**config.mk**
```make
export PLATFORM = sky130hd
export DESIGN_NAME = jet_queue_flat
export DESIGN_NICKNAME = d
export VERILOG_FILES = /design/src/rtl/jet_pkg.sv /design/src/rtl/jet_if.sv /design/src/rtl/jet_queue.sv /design/src/flat_wrapper.sv
export SDC_FILE = /design/constraint.sdc
export NUM_CORES = 1
export LEC_CHECK = 0
export BUFFER_PORTS_ARGS = -buffer_cell sky130_fd_sc_hd__buf_4
export CORE_MARGIN = 2
export CORE_UTILIZATION = 54
export CTS_CLUSTER_SIZE = 10
export DETAILED_ROUTE_END_ITERATION = 10
export PLACE_DENSITY = 0.83
export SYNTH_ARGS = -nofsm -noshare
export SYNTH_HDL_FRONTEND = slang
export SYNTH_SLANG_ARGS = --single-unit
export TNS_END_PERCENT = 5
```
**constraint.sdc**
```tcl
create_clock -name clk -period 7.85 [get_ports clk]
set_clock_uncertainty 0.1 [all_clocks]
set_input_delay 1.1775 -clock clk [delete_from_list [all_inputs] [get_ports clk]]
set_output_delay 1.1775 -clock clk [all_outputs]
set_load 0.02 [all_outputs]
```
**src/rtl/jet_pkg.sv**
```systemverilog
`default_nettype none
// ----------------------------------------------------------------------------
// jet_pkg
// Shared types, constants and fixed-point helpers of the Julia escape-time core.
// ----------------------------------------------------------------------------
package jet_pkg;

	// fixed-point format: sign, three integer bits, FRAC_BITS fraction bits
	localparam int FRAC_BITS = 28;
	localparam int Q_W       = FRAC_BITS + 4;
	localparam int QX_W      = Q_W + 2;
	localparam int PROD_W    = 2 * Q_W;
	localparam int MAG_W     = PROD_W - FRAC_BITS + 1;

	// field and register widths
	localparam int PIX_W = 12;
	localparam int CNT_W = 16;
	localparam int CFG_W = 32;
	localparam int IDX_W = 2;

	typedef logic signed [Q_W-1:0]  q_t;
	typedef logic signed [QX_W-1:0] qx_t;
	typedef logic [PROD_W-1:0]      prod_t;
	typedef logic [CNT_W-1:0]       cnt_t;

	localparam q_t QMAX  = {1'b0, {(Q_W-1){1'b1}}};
	localparam q_t QMIN  = {1'b1, {(Q_W-1){1'b0}}};
	localparam q_t TWO_Q = q_t'(2) <<< FRAC_BITS;

	// escape radius squared (4.0) at the scale of a full product
	localparam logic [PROD_W:0] RADIUS_SQ = (PROD_W+1)'(1) << (2 * FRAC_BITS + 2);

	// configuration register indexes
	localparam logic [IDX_W-1:0] REG_C_REAL   = 2'd0;
	localparam logic [IDX_W-1:0] REG_C_IMAG   = 2'd1;
	localparam logic [IDX_W-1:0] REG_MAX_ITER = 2'd2;

	localparam cnt_t MAX_ITER_RESET = cnt_t'(10000);

	// register values as seen by the iteration engine
	typedef struct packed {
		q_t   c_real;
		q_t   c_imag;
		cnt_t iter_limit;
	} cfg_t;

	// start point handed from the mapper to the iteration engine
	typedef struct packed {
		q_t x;
		q_t y;
	} point_t;

	// clamp a widened value into the Q4 range
	function automatic q_t sat_q(qx_t v);
		if (v > qx_t'(QMAX)) begin
			return QMAX;
		end else if (v < qx_t'(QMIN)) begin
			return QMIN;
		end
		return v[Q_W-1:0];
	endfunction

	// magnitude of a Q4 value, unsigned
	function automatic logic [Q_W-1:0] mag_q(q_t v);
		return v[Q_W-1] ? (~v + Q_W'(1)) : v;
	endfunction

	// product of magnitudes back to Q4: floor toward minus infinity, then saturate
	function automatic q_t prod_to_q(prod_t p, logic neg);
		logic [MAG_W-1:0] m;
		logic             rnd;
		rnd = neg & (|p[FRAC_BITS-1:0]);
		m   = {1'b0, p[PROD_W-1:FRAC_BITS]} + MAG_W'(rnd);
		if (!neg) begin
			if (m > MAG_W'(QMAX)) begin
				return QMAX;
			end
			return m[Q_W-1:0];
		end
		if (m > (MAG_W'(1) << (Q_W - 1))) begin
			return QMIN;
		end
		return ~m[Q_W-1:0] + Q_W'(1);
	endfunction

endpackage
`default_nettype wire

```
**src/rtl/jet_if.sv**
```systemverilog
`default_nettype none


// start point word
interface jet_pt_if;
	import jet_pkg::*;
	logic   valid;
	logic   ready;
	point_t point;
	modport source (output valid, point, input ready);
	modport sink   (input valid, point, output ready);
endinterface

`default_nettype wire

```
**src/rtl/jet_queue.sv**
```systemverilog
`default_nettype none
// ----------------------------------------------------------------------------
// jet_queue
// Two-entry start point queue between the mapper and the iteration engine.
// ----------------------------------------------------------------------------
module jet_queue (
	input  logic     clk,
	input  logic     arst_n,
	jet_pt_if.sink   wr,
	jet_pt_if.source rd
);
	import jet_pkg::*;

	localparam int DEPTH = 2;
	localparam int PTR_W = $clog2(DEPTH);
	localparam int FILL_W = $clog2(DEPTH + 1);

	point_t            slot_q [DEPTH];
	logic [PTR_W-1:0]  wr_ptr_q, rd_ptr_q;
	logic [FILL_W-1:0] fill_q;
	logic              push, pop;

	assign wr.ready = (fill_q != FILL_W'(DEPTH));
	assign rd.valid = (fill_q != '0);
	assign rd.point = slot_q[rd_ptr_q];
	assign push     = wr.valid & wr.ready;
	assign pop      = rd.valid & rd.ready;

	// pointers and fill level
	always_ff @(posedge clk or negedge arst_n) begin
		if (!arst_n) begin
			wr_ptr_q <= '0;
			rd_ptr_q <= '0;
			fill_q   <= '0;
		end else begin
			if (push) begin
				wr_ptr_q <= wr_ptr_q + PTR_W'(1);
			end
			if (pop) begin
				rd_ptr_q <= rd_ptr_q + PTR_W'(1);
			end
			if (push && !pop) begin
				fill_q <= fill_q + FILL_W'(1);
			end else if (pop && !push) begin
				fill_q <= fill_q - FILL_W'(1);
			end
		end
	end

	// storage
	always_ff @(posedge clk) begin
		if (push) begin
			slot_q[wr_ptr_q] <= wr.point;
		end
	end

endmodule
`default_nettype wire

```
**src/flat_wrapper.sv**
```systemverilog
// flat-port wrapper written by rule: the top's interface ports become plain ports
module jet_queue_flat import jet_pkg::*;
  (clk, arst_n, wr_valid, wr_point, wr_ready, rd_valid, rd_point, rd_ready);
  jet_pt_if wr_i ();
  jet_pt_if rd_i ();
  input  logic clk;
  input  logic arst_n;
  input wire logic [$bits(wr_i.valid)-1:0] wr_valid;
  input wire logic [$bits(wr_i.point)-1:0] wr_point;
  output wire logic [$bits(wr_i.ready)-1:0] wr_ready;
  output wire logic [$bits(rd_i.valid)-1:0] rd_valid;
  output wire logic [$bits(rd_i.point)-1:0] rd_point;
  input wire logic [$bits(rd_i.ready)-1:0] rd_ready;
  assign wr_i.valid = wr_valid;
  assign wr_i.point = wr_point;
  assign wr_ready = wr_i.ready;
  assign rd_valid = rd_i.valid;
  assign rd_point = rd_i.point;
  assign rd_i.ready = rd_ready;
  jet_queue u_core (.clk(clk), .arst_n(arst_n), .wr(wr_i), .rd(rd_i));
endmodule
```
Word level (Yosys, flattened, before mapping)
Memory sizes are Yosys's and may differ from the RTL's.
Index checks and enable logic that the tools add are counted.
- bits in registers: 4
- RAM bits: 128
- input bits: 68
- memories kept: 1
- memory list (memory ; words ; bits a word ; rd ports ; clocked after Yosys merged registers in ; write ports ; RTL line ; source):
    u_core.slot_q ; 2 ; 64 ; 1 ; 0 ; 1 ; jet_queue.sv:18 ; point_t slot_q [DEPTH];
- add/subtract/negate cells: 4
- equality and inequality tests: 1
- mux-type cells: 4
- bitwise gates (word level): 2
- reduce and logical (&&, ||, !) cells: 6
- operators with widths (cell ; count):
    two-way mux 2 bit ; 2
    nonzero test 2 bit ; 2
    adder 1 bit (second input constant) ; 2
    adder 2 x 1 -> 2 bit (second input constant) ; 1
    bitwise AND 1 bit ; 2
    logical AND 1 bit ; 2
    zero test 1 bit ; 2
    two-way mux 1 bit ; 2
    != test 2 bit (second input constant) ; 1
    subtractor 2 x 1 -> 2 bit (second input constant) ; 1

Depth between registers and ports, before layout
- word-level depth: 6
- mapped depth: 7

Worst setup path after synthesis
No wires, ideal clock.
- kind: input -> register
- start: input wr_valid
- end: memory u_core.slot_q[0][0] in the netlist's numbering (enable)
- library setup time: 486 ps
- arrival: 3950 ps
- path slack: 3314 ps
- stages: 2
- cells stage by stage: nand2_1 > nor2_1
- longest elaborated chain between the ends: 3
- RTL lines (element ; RTL line ; source):
    from (decl) ; flat_wrapper.sv:8 ; input wire logic [$bits(wr_i.valid)-1:0] wr_valid;
    bitwise AND 1 bit ; jet_queue.sv:26 ; assign push = wr.valid & wr.ready;
    two-way mux 1 bit ; jet_queue.sv:52 ; if (push) begin
    two-way mux 1 bit (implied by the code) ; jet_queue.sv:53 ; slot_q[wr_ptr_q] <= wr.point;
    to (decl) ; jet_queue.sv:18 ;
Every way passes these cells.

Final worst setup path
- start: register u_core.rd_ptr_q
- end: output rd_point[44]
- longest elaborated chain between the ends: 1
- RTL lines (element ; RTL line ; source):
    from (decl) ; jet_queue.sv:19 ; logic [PTR_W-1:0] wr_ptr_q, rd_ptr_q;
    from (signal assigned) ; jet_queue.sv:40 ; rd_ptr_q <= rd_ptr_q + PTR_W'(1);
    memory (2 x 64 bit) ; n/a ;
    to (decl) ; flat_wrapper.sv:12 ; output wire logic [$bits(rd_i.point)-1:0] rd_point;
Every way passes these cells.

==> flow_summary.ini <==
[outcome]
status = finished clean

[timing]
fmax_mhz = 281
rsz0062_at_grt = false
worst_slack_ns = 4.29
setup_viol = 0
maxSlewHeadroom = 0.252
layout_worst_path_cycle_share = 0.453
hold_viol_final = 0
maxSlewViolCount = 0
worst_pin_slew_ns = 1.12
fin_tns_setup_ns = 0
fin_crit_ns = 3.56

[worst_setup_path]
path_class = reg -> out
r2r_slack_ns = 5.60
cp-start-kind = register
crit_path_max_incr_delay_ns = 1.16
arrival_ns = 2.28
worst_setup_path_end_kind = output pin
critPathSlowestCell = dfrtp_4
cp.required_ns = 6.57
path_max_fanout = 65
cp_cell_sequence = mux2_2, buf_4

[floorplanning]
core_um2 = 9110
io_pins = 134
fp.dieH_um = 100
start_util = 0.551
die_area_um2 = 10100
die_w_um = 100
num_rows = 35

[power]
switchingPower_uw = 816
power_frac_clock = 0.277
p_int_uw = 1910
p_leak_uw = 0.00267
p_seq_frac = 0.402
powerDensity_nw_per_um2 = 408
p_comb_frac = 0.321
max-vdd-ir-drop_v = 0.000345
switching_share = 0.299

[yosys]
yosys.area.top_type_share = 0.766
synth.cell_area_um2 = 5020
yosysSeqAreaShare = 0.786
yosys_warnings = 0
synthTopCellsByCount = 128 x edfxtp_1, 50 x mux2_4, 14 x mux2_2
syn_inst = 217
syn_area_per_cell_um2 = 23.1
synth-seq-cells = 132
synth-edff-count = 128
ys_async_sr_fraction = 0.0303
synth.area.top_cells = edfxtp_1 77%, mux2_4 15%, mux2_2 3.1%
ys.flop_type = edfxtp_1
syn_nets = 286
yosysUniqueCellTypes = 15
synthMostInstantiatedCell = edfxtp_1
yosysTopAreaCell = edfxtp_1

[clock_tree]
cts_root_buffer = clkbuf_8
postCtsSetupBuffers = 0
cts_buffer_depth = 2
clk_pin_slew_ns = 0.06
cts_sinks = 132
insertion_delay_ns = 0.50
h-tree-depth = 4
cts_resized = 0
cts_made_buffers = 17
cts_tree = done
hold_buffers = 0

[layout]
diodes = 0
stdcell_count = 487
fillCellCount = 571
drive_above_1_share = 0.614
area_delta_synth_final_pct = 33.3
layout.nets = 433

[placed_design]
routabilityCongestion = 0.691
hpwlAfterDp_mm = 5.52
placement.setup.worst_slack_ns = 4.80
post-place-cells = 456
port_buffers = 133

[route]
vias_per_cell = 5.09
first_pass_iters = 4
drt_iter0_drc = 98
wire_per_inst_um = 17.8
drc_errors = 0
routed_wl_mm = 8.67
postRouteAntennaNets = 0
vias = 2479

[global_route]
grt_pass1_vias = 2569
grt_max_degree = 66
antenna_found_initial = 0
grt_pass1_wl_mm = 13.0
grt.total_usage = 0.178
grt_overflow = 0

[worst_hold_path]
hold_path.class = in -> async

[run]
drv_cap = 0
## worst max-delay path, delay by kind of cell (launching register included)
kind / cells / cell delay (ns)
buffers and inverters: 1 / 0.16
muxes: 1 / 0.42
DFF: 1 / 1.16
## metrics by stage
step	util	cell area [um^2]	hold slack, ns	total power (uW)
after floorplan	-	5020	0.356	1680
after global placement	0.671	6110	0.374	1970
after detailed placement	0.671	6110	0.378	1990
after CTS	0.734	6690	0.334	2760
after global routing	0.734	6690	0.320	2850
final	0.734	6690	0.357	2730
## cells by family after synthesis
logic type / Yosys count / synth area share
xor+xnor: 5 / 0.00873
fa+ha+maj: 1 / 0.00249
mux: 64 / 0.181
simple gates: 7 / 0.00673
flops: 132 / 0.786
buf+inv: 8 / 0.0152
## final cells by class
| class | count | area (um^2) | area share |
|---|---|---|---|
| Sequential cell | 132 | 3950 | 0.590 |
| Tap cell | 111 | 139 | 0.0208 |
| Clock inverter | 13 | 161 | 0.0241 |
| Clock buffer | 18 | 418 | 0.0625 |
| Timing Repair Buffer | 135 | 1010 | 0.151 |
| Inverter | 1 | 3.75 | 0.000561 |
| Multi-Input combinational cell | 77 | 1010 | 0.151 |
## cells in the final DEF (no fill, tap or decap), types with 2 or more instances in the layout
cell type,count
buf_4,135
bufinv_16,3
clkbuf_16,16
clkinv_2,2
clkinv_4,4
clkinvlp_4,3
dfrtp_1,3
edfxtp_1,128
mux2_2,14
mux2_4,50
nand2_1,2
xnor2_1,3
xor2_1,2
## power by group through the flow
stage	registers [uW]	logic (uW)	clock network, uW
after global placement	1100	870	0
after floorplan	1020	661	0
final	1100	875	756
after CTS	1100	886	771
after global routing	1120	924	802
after detailed placement	1110	882	0
## layer usage
metal / up-vias / part of all wire / track usage
met3: 10 / 0.070 / 0.0731
met2: 111 / 0.50 / 0.281
met4: 0 / 0.015 / 0.0674
met5: - / 0 / 0
li1: 1155 / - / -
met1: 1203 / 0.41 / 0.222
## path summary, 6_finish.rpt
check | start | depth (start not counted) | to
worst max-delay path | u_core.rd_ptr_q$_DFFE_PN0P_ | 2 | rd_point[44]
worst min-delay path | arst_n | 1 | u_core.wr_ptr_q$_DFFE_PN0P_
worst max register to register | u_core.fill_q[0]$_DFFE_PN0P_ | 4 | u_core.slot_q[0][6]$_DFFE_PP_
worst min register to register | u_core.fill_q[1]$_DFFE_PN0P_ | 1 | u_core.fill_q[1]$_DFFE_PN0P_
max in group asynchronous | arst_n | 1 | u_core.rd_ptr_q$_DFFE_PN0P_
min in group clk | u_core.fill_q[1]$_DFFE_PN0P_ | 1 | u_core.fill_q[1]$_DFFE_PN0P_
## sequential cells by signal (all words and copies together) (netlist names)
name and cells:
u_core.rd_ptr_q 1, u_core.wr_ptr_q 1, u_core.fill_q 2, u_core.slot_q 128
Power figures use the tool's default switching activity.
