[src/rtl/jet_pkg.sv]
`default_nettype none
// ----------------------------------------------------------------------------
// jet_pkg
// Shared types, constants and fixed-point helpers of the Julia escape-time core.
// ----------------------------------------------------------------------------
package jet_pkg;

	// fixed-point format: sign, three integer bits, FRAC_BITS fraction bits
	localparam int FRAC_BITS = 28;
	localparam int Q_W       = FRAC_BITS + 4;
	localparam int QX_W      = Q_W + 2;
	localparam int PROD_W    = 2 * Q_W;
	localparam int MAG_W     = PROD_W - FRAC_BITS + 1;

	// field and register widths
	localparam int PIX_W = 12;
	localparam int CNT_W = 16;
	localparam int CFG_W = 32;
	localparam int IDX_W = 2;

	typedef logic signed [Q_W-1:0]  q_t;
	typedef logic signed [QX_W-1:0] qx_t;
	typedef logic [PROD_W-1:0]      prod_t;
	typedef logic [CNT_W-1:0]       cnt_t;

	localparam q_t QMAX  = {1'b0, {(Q_W-1){1'b1}}};
	localparam q_t QMIN  = {1'b1, {(Q_W-1){1'b0}}};
	localparam q_t TWO_Q = q_t'(2) <<< FRAC_BITS;

	// escape radius squared (4.0) at the scale of a full product
	localparam logic [PROD_W:0] RADIUS_SQ = (PROD_W+1)'(1) << (2 * FRAC_BITS + 2);

	// configuration register indexes
	localparam logic [IDX_W-1:0] REG_C_REAL   = 2'd0;
	localparam logic [IDX_W-1:0] REG_C_IMAG   = 2'd1;
	localparam logic [IDX_W-1:0] REG_MAX_ITER = 2'd2;

	localparam cnt_t MAX_ITER_RESET = cnt_t'(10000);

	// register values as seen by the iteration engine
	typedef struct packed {
		q_t   c_real;
		q_t   c_imag;
		cnt_t iter_limit;
	} cfg_t;

	// start point handed from the mapper to the iteration engine
	typedef struct packed {
		q_t x;
		q_t y;
	} point_t;

	// clamp a widened value into the Q4 range
	function automatic q_t sat_q(qx_t v);
		if (v > qx_t'(QMAX)) begin
			return QMAX;
		end else if (v < qx_t'(QMIN)) begin
			return QMIN;
		end
		return v[Q_W-1:0];
	endfunction

	// magnitude of a Q4 value, unsigned
	function automatic logic [Q_W-1:0] mag_q(q_t v);
		return v[Q_W-1] ? (~v + Q_W'(1)) : v;
	endfunction

	// product of magnitudes back to Q4: floor toward minus infinity, then saturate
	function automatic q_t prod_to_q(prod_t p, logic neg);
		logic [MAG_W-1:0] m;
		logic             rnd;
		rnd = neg & (|p[FRAC_BITS-1:0]);
		m   = {1'b0, p[PROD_W-1:FRAC_BITS]} + MAG_W'(rnd);
		if (!neg) begin
			if (m > MAG_W'(QMAX)) begin
				return QMAX;
			end
			return m[Q_W-1:0];
		end
		if (m > (MAG_W'(1) << (Q_W - 1))) begin
			return QMIN;
		end
		return ~m[Q_W-1:0] + Q_W'(1);
	endfunction

endpackage
`default_nettype wire

[src/rtl/jet_if.sv]
`default_nettype none
// ----------------------------------------------------------------------------
// jet channel interfaces
// Valid/ready channels for pixels, start points and results.
// ----------------------------------------------------------------------------

// pixel word
interface jet_pix_if;
	import jet_pkg::*;
	logic             valid;
	logic             ready;
	logic [PIX_W-1:0] pixel_x;
	logic [PIX_W-1:0] pixel_y;
	modport source (output valid, pixel_x, pixel_y, input ready);
	modport sink   (input valid, pixel_x, pixel_y, output ready);
endinterface

// start point word
interface jet_pt_if;
	import jet_pkg::*;
	logic   valid;
	logic   ready;
	point_t point;
	modport source (output valid, point, input ready);
	modport sink   (input valid, point, output ready);
endinterface

`default_nettype wire

[src/rtl/jet_front.sv]
`default_nettype none
// ----------------------------------------------------------------------------
// jet_front
// Maps a pixel pair to a Q4 start point by constant reciprocal multiplication.
// ----------------------------------------------------------------------------
module jet_front #(
	parameter int IMAGE_SIZE = 4096
) (
	input  logic   clk,
	input  logic   arst_n,
	jet_pix_if.sink pix,
	jet_pt_if.source pt
);
	import jet_pkg::*;

	// 4*p*2^F / IMAGE_SIZE = p*WHOLE + floor(p*PART / IMAGE_SIZE), with WHOLE and
	// PART the quotient and remainder of 2^(F+2) by the image size; the second
	// term is an exact multiply by a rounded-up reciprocal
	localparam int     NUM_W  = PIX_W + 2 + FRAC_BITS;
	localparam int     DIV_W  = $clog2(IMAGE_SIZE);
	localparam int     PART_W = PIX_W + DIV_W;
	localparam int     RCP_SH = PART_W + DIV_W;
	localparam int     RCP_W  = PART_W + 2;
	localparam int     FPR_W  = PART_W + RCP_W;
	localparam longint SCALE  = longint'(1) << (FRAC_BITS + 2);
	localparam logic [NUM_W-1:0]  WHOLE = NUM_W'(SCALE / IMAGE_SIZE);
	localparam logic [PART_W-1:0] PART  = PART_W'(SCALE % IMAGE_SIZE);
	localparam logic [RCP_W-1:0]  RECIP =
		RCP_W'(((longint'(1) << RCP_SH) + longint'(IMAGE_SIZE) - 1) / IMAGE_SIZE);
	localparam logic [NUM_W-1:0]  TEN_Q = NUM_W'(10) << FRAC_BITS;

	typedef enum logic [3:0] {
		F_IDLE = 4'b0001,
		F_MUL  = 4'b0010,
		F_SUM  = 4'b0100,
		F_PUSH = 4'b1000
	} front_state_t;

	front_state_t      state_q;
	logic [PIX_W-1:0]  px_q, py_q;
	logic [NUM_W-1:0]  wholex_q, wholey_q;
	logic [PART_W-1:0] partx_q, party_q;
	logic [NUM_W-1:0]  quox_q, quoy_q;

	logic [FPR_W-1:0]  fracx, fracy;
	logic [Q_W-1:0]    qcx, qcy;
	logic signed [Q_W:0] dx, dy;
	point_t            start;

	// reciprocal multiply, the quotient starts at bit RCP_SH
	assign fracx = FPR_W'(partx_q) * FPR_W'(RECIP);
	assign fracy = FPR_W'(party_q) * FPR_W'(RECIP);

	// saturate the scaled pixel at 10.0, then x = value - 2.0 and y = 2.0 - value
	always_comb begin
		qcx = (quox_q >= TEN_Q) ? TEN_Q[Q_W-1:0] : quox_q[Q_W-1:0];
		qcy = (quoy_q >= TEN_Q) ? TEN_Q[Q_W-1:0] : quoy_q[Q_W-1:0];
		dx  = $signed({1'b0, qcx}) - (Q_W+1)'(TWO_Q);
		dy  = (Q_W+1)'(TWO_Q) - $signed({1'b0, qcy});
		start.x = (dx > (Q_W+1)'(QMAX)) ? QMAX : dx[Q_W-1:0];
		start.y = dy[Q_W-1:0];
	end

	assign pix.ready = (state_q == F_IDLE);
	assign pt.valid  = (state_q == F_PUSH);
	assign pt.point  = start;

	// control
	always_ff @(posedge clk or negedge arst_n) begin
		if (!arst_n) begin
			state_q <= F_IDLE;
		end else begin
			case (state_q)
				F_IDLE: begin
					if (pix.valid) begin
						state_q <= F_MUL;
					end
				end
				F_MUL: begin
					state_q <= F_SUM;
				end
				F_SUM: begin
					state_q <= F_PUSH;
				end
				F_PUSH: begin
					if (pt.ready) begin
						state_q <= F_IDLE;
					end
				end
				default: state_q <= F_IDLE;
			endcase
		end
	end

	// scaling datapath
	always_ff @(posedge clk) begin
		if (state_q == F_IDLE && pix.valid) begin
			px_q <= pix.pixel_x;
			py_q <= pix.pixel_y;
		end else if (state_q == F_MUL) begin
			wholex_q <= NUM_W'(px_q) * WHOLE;
			wholey_q <= NUM_W'(py_q) * WHOLE;
			partx_q  <= PART_W'(px_q) * PART;
			party_q  <= PART_W'(py_q) * PART;
		end else if (state_q == F_SUM) begin
			quox_q <= wholex_q + NUM_W'(fracx[FPR_W-1:RCP_SH]);
			quoy_q <= wholey_q + NUM_W'(fracy[FPR_W-1:RCP_SH]);
		end
	end

endmodule
`default_nettype wire

[src/flat_wrapper.sv]
// flat-port wrapper written by rule: the top's interface ports become plain ports
module jet_front_flat import jet_pkg::*;
#(
	parameter int IMAGE_SIZE = 4096
)
  (clk, arst_n, pix_valid, pix_pixel_x, pix_pixel_y, pix_ready, pt_valid, pt_point, pt_ready);
  jet_pix_if pix_i ();
  jet_pt_if pt_i ();
  input  logic clk;
  input  logic arst_n;
  input wire logic [$bits(pix_i.valid)-1:0] pix_valid;
  input wire logic [$bits(pix_i.pixel_x)-1:0] pix_pixel_x;
  input wire logic [$bits(pix_i.pixel_y)-1:0] pix_pixel_y;
  output wire logic [$bits(pix_i.ready)-1:0] pix_ready;
  output wire logic [$bits(pt_i.valid)-1:0] pt_valid;
  output wire logic [$bits(pt_i.point)-1:0] pt_point;
  input wire logic [$bits(pt_i.ready)-1:0] pt_ready;
  assign pix_i.valid = pix_valid;
  assign pix_i.pixel_x = pix_pixel_x;
  assign pix_i.pixel_y = pix_pixel_y;
  assign pix_ready = pix_i.ready;
  assign pt_valid = pt_i.valid;
  assign pt_point = pt_i.point;
  assign pt_i.ready = pt_ready;
  jet_front #(.IMAGE_SIZE(IMAGE_SIZE)) u_core (.clk(clk), .arst_n(arst_n), .pix(pix_i), .pt(pt_i));
endmodule
[config.mk]
export PLATFORM = sky130hd
export DESIGN_NAME = jet_front_flat
export DESIGN_NICKNAME = d
export VERILOG_FILES = /design/src/rtl/jet_pkg.sv /design/src/rtl/jet_if.sv /design/src/rtl/jet_front.sv /design/src/flat_wrapper.sv
export SDC_FILE = /design/constraint.sdc
export NUM_CORES = 1
export LEC_CHECK = 0
export ABC_AREA = 1
export BUFFER_PORTS_ARGS = -buffer_cell sky130_fd_sc_hd__buf_4
export CAP_MARGIN = 40
export CORE_MARGIN = 1.5
export CORE_UTILIZATION = 45
export CTS_BUF_LIST = sky130_fd_sc_hd__clkbuf_16
export DETAILED_ROUTE_END_ITERATION = 10
export GPL_ROUTABILITY_DRIVEN = 1
export PLACE_DENSITY = 0.83
export REMOVE_ABC_BUFFERS = 1
export SLEW_MARGIN = 5
export SYNTH_ARGS = -nofsm -noshare
export SYNTH_HDL_FRONTEND = slang
export SYNTH_SLANG_ARGS = --single-unit
[constraint.sdc]
create_clock -name clk -period 2.36 [get_ports clk]
set_clock_uncertainty 0.1 [all_clocks]
set_input_delay 0.472 -clock clk [delete_from_list [all_inputs] [get_ports clk]]
set_output_delay 0.472 -clock clk [all_outputs]
set_load 0.05 [all_outputs]
; Yosys cells after proc, flatten, opt, wreduce, memory -nomap -nowiden
; Index checks and enable logic that the tools add are counted.
[word_totals]
register_bits = 76
input_bits = 28
output_inout_bits = 66
[op_classes]
addsub = 2
magnitude_cmp = 3
n_eq_ne = 6
n_mux = 6
bitwise = 2
n_reduce_logical = 4
[op_table]
columns = cell, n
row1 = $mux W32, 3
row2 = $ge A30 B32 Y1 const B, 2
row3 = $gt A33 B32 Y1 const B, 1
row4 = $sub A32 B30 Y33 const B, 1
row5 = $sub A30 B32 Y32 const A, 1
row6 = $pmux W4 S4, 1
row7 = $mux W4, 2
row8 = $eq A4 B1 Y1 const B, 1
row9 = $eq A4 B2 Y1 const B, 1
row10 = $eq A4 B3 Y1 const B, 1
row11 = $eq A4 B4 Y1 const B, 1
row12 = $reduce_and A2 Y1, 2
row13 = $reduce_and A3 Y1, 1
row14 = $ne A2 B1 Y1 const B, 1
row15 = $ne A2 B2 Y1 const B, 1
row16 = $not A1 Y1, 2
row17 = $logic_and A1 B1 Y1, 1

; Logic depth before layout (Yosys ltp)
[depth]
depth_word = 5
depth_mapped = 6

; Worst setup path after synthesis
; Ideal clock, no wire load.
[synth_path]
kind = register -> register
from = register u_core.state_q[0]
to = register u_core.px_q[0], enable pin
setup_ps = 405
t_arrival_ps = 1715
required_ps = 1855
setup_slack_ps = 140
path_stages_with_launch = 3
synth_period_minus_slack_ps = 2220
path_cell_list = dfstp_2 > nand3_1 > nor2_1
[synth_via]
elab_chain_len = 2
[synth_lines]
columns = item, line_no
row1 = from (decl), jet_front.sv:39  ; front_state_t state_q;
row2 = from (signal assigned), jet_front.sv:71  ; state_q <= F_IDLE;
row3 = from (signal assigned), jet_front.sv:76  ; state_q <= F_MUL;
row4 = from (signal assigned), jet_front.sv:80  ; state_q <= F_SUM;
row5 = $eq A4 B1 Y1, jet_front.sv:97  ; if (state_q == F_IDLE && pix.valid) begin
row6 = $logic_and A1 B1 Y1, jet_front.sv:97
row7 = to (signal assigned), jet_front.sv:98  ; px_q <= pix.pixel_x;
row8 = to (decl), jet_front.sv:40  ; logic [PIX_W-1:0] px_q, py_q;
; No other way between the ends.
; A chain may end at the register's enable or synchronous reset.

; Worst setup path after layout
[layout_path]
from = register u_core.quoy_q[18]
to = output pt_point[26]
[layout_via]
elab_chain_len = 3
[layout_lines]
columns = item, line_no
row1 = from (decl), jet_front.sv:43  ; logic [NUM_W-1:0] quox_q, quoy_q;
row2 = from (signal assigned), jet_front.sv:107  ; quoy_q <= wholey_q + NUM_W'(fracy[FPR_W-1:RCP_SH]);
row3 = $ge A30 B32 Y1, jet_front.sv:57  ; qcy = (quoy_q >= TEN_Q) ? TEN_Q[Q_W-1:0] : quoy_q[Q_W-1:0];
row4 = $mux W32 (*), jet_front.sv:57
row5 = $sub A30 B32 Y32 (*), jet_front.sv:59  ; dy = (Q_W+1)'(TWO_Q) - $signed({1'b0, qcy});
row6 = to (decl), flat_wrapper.sv:16  ; output wire logic [$bits(pt_i.point)-1:0] pt_point;
; Every way passes the cells marked *; elsewhere a longest branch is shown, timed or not.

==> results.txt <==
outcome - finished with violations
failing checks - DRC
CP Capture Type - output pin
Die ar. - 7201 sq um
Sum Neg Setup Slack - 0 ns
total wire length - 3918 microns
Antenna diodes - 0
critical path class - register to output pin
CP arrival - 1.64 ns
Final HPWL DP - 2704 microns
layout cell share with drive strength beyond 1 - 0.3158
DR vias/cell - 4.280
mapped cell area - 3015 sq um
CTS Buf Count - 9
CP Max Fanout - 5
Longest Clk Path Bufs - 2
initial antenna violation count - 0
Leakage - 1.476 nW
All-Layer GR Usage - 0.1142
num rows - 29
CTS sink cnt - 76
Netlist cell types - 21
antenna viol nets, final - 0
gpl congestion - 0.7466
Root Driver - clkbuf_16
area of the multi-input gates - 449.2 sq um
routed vias - 1468
setup bufs post-CTS - 0
Hold WC Path Type - input port to register
Mean Syn Cell Area - 14.78 sq um
Seq/Total Area, Yosys - 0.7506
Final Critical Period - 2.214 ns
MaxCap Viol Count - 0
WL/cell - 11.42 microns
RSZ-0062 raised after global routing - no
core area - 6422 sq um
CTS HTree Levels - 3
crit share post-route - 0.9381
# fillers - 526
GRT overflow - 0
final net count - 290
Min-Delay Path Depth - 1
Synth warnings - 0
Power Total - 3.797 mW
Final Hold Vio Count - 0
Initial DRC Count - 101
CTS tree - built
first-pass GRT wire length - 6134 microns
vias in the first global route - 1341
DP Worst Slack - 0.4261 ns
PwrDens - 1050 nW/um^2
Critical Path RT - 1.79 ns
Clock Latency Late Sink - 0.32 ns
Critical Path Source Type - register
Setup-failing EPs final - 0
setup ws final - 0.1460 ns
port bufs - 57
Max VDD drop - 0.0008147 V
Mapped Cells - 204
DRT Pass-1 Iters - 11
P&R area growth vs syn - 19.96%
register area - 2263 sq um
Reg2Reg Depth - 4
Die H - 84.86 microns
Die W - 84.86 microns
CTS clock-pin slew for the worst setup and hold paths - 0.05 ns
largest net degree at the start of global routing - 25
max-slew violation count - 0
DRC - 10
number of synthesized register bits - 76
fmax - 451.7 MHz
Initial Utilization - 0.4695
IO Pins - 94
-- final timing paths --
path / start / slack [ns] / to
max: u_core.quoy_q[18] / 0.15 / pt_point[26]
min: pix_pixel_y[9] / 0.23 / u_core.py_q[9]
max reg2reg: u_core.state_q[2] / 0.78 / u_core.py_q[8]
min reg2reg: u_core.py_q[7] / 0.31 / u_core.wholey_q[25]
max in group asynchronous: arst_n / 1.57 / u_core.state_q[0]
min in group asynchronous: arst_n / 0.40 / u_core.state_q[1]
-- per-layer routing --
metal	up-vias	global-route usage	share of wire
met3	6	0.03891	0.095
met4	0	0.06706	0.011
met1	677	0.1191	0.36
li1	716	-	-
met5	-	0	0
met2	69	0.2000	0.53
-- sequential cells by signal, indices dropped and copies added, names as in the netlist --
signal and cells:
u_core.state_q 4, u_core.wholex_q 12, u_core.quox_q 12, u_core.px_q 12, u_core.quoy_q 12, u_core.wholey_q 12
u_core.py_q 12
-- through the flow --
step	instances	hold WS [ns]	utilization	cell area, sq um
final	343	0.2297	0.5632	3617
after global routing	343	0.2192	0.5632	3617
after CTS	343	0.2183	0.5628	3615
after detailed placement	326	0.1713	0.5170	3321
after global placement	326	0.1679	0.5170	3321
after floorplan	189	0.07641	-	2771
-- kinds of logic (layout without fill, tap and decap cells) --
kind of cell             Yosys count  count (layout)  synth area share
buffers and inverters             67              94            0.1456
other                              1              36          0.001244
AO/OA/AOI/OAI                      3               3          0.005807
XOR/XNOR                           7               7           0.02033
adder cells (fa/ha/maj)            1               1          0.004149
flip-flops                        76              76            0.7506
AND/OR/NAND/NOR                   49              49           0.07220
-- cell usage after synthesis (all sizes together) --
cell type | number | area, sq um
nand4 | 1 | 6.260
o21bai | 1 | 7.510
xor2 | 3 | 26.28
buf | 50 | 375.4
dfrtp | 3 | 75.07
inv | 17 | 63.81
a21oi | 1 | 5.000
nand3 | 6 | 30.03
edfxtp | 72 | 2162
o21ai | 1 | 5.000
ha | 1 | 12.51
nand2 | 19 | 76.32
xnor2 | 4 | 35.03
dfstp | 1 | 26.28
conb | 1 | 3.750
nor3 | 1 | 5.000
nor2 | 22 | 100.1
-- report_power, final --
group,total (mW),switching [mW],internal (mW)
sequential,1.87,0.0671,1.80
clock,1.27,0.464,0.802
combinational,0.665,0.515,0.151
-- final cells by class --
type,instances,area share
sequential,76,0.6257
inverter,17,0.01764
clock inverter,7,0.01626
tap,77,0.02663
multi-input combinational,96,0.1242
clock buffer,9,0.06226
timing repair buffer,61,0.1273
-- timing repair --
| action | CTS | global route |
|---|---|---|
| resized for setup | 0 | 1 |
| hold buffers | 1 | 0 |
| hold endpoints to repair | 3 | 0 |
| endpoints found under the setup margin | 0 | 1 |
-- critical path, stage by stage (launching register included) --
cell and delay [ns]:
edfxtp_1 0.38, inv_1 0.11, ha_2 0.25, nand2_2 0.09, nor2_2 0.14, xnor2_1 0.13
buf_4 0.22
-- cell usage in the layout (no fill, tap or decap), types with 2 or more instances in the layout --
cell / n
nor2_1: 16
nand2_2: 2
conb_1: 36
edfxtp_1: 72
inv_1: 17
xor2_1: 3
nor2_2: 5
clkinv_1: 2
xnor2_1: 4
dfrtp_1: 3
buf_4: 60
clkinv_2: 2
clkbuf_16: 9
nand3_1: 6
nand2_1: 17
Note: power is estimated with default switching activity, not from simulation.
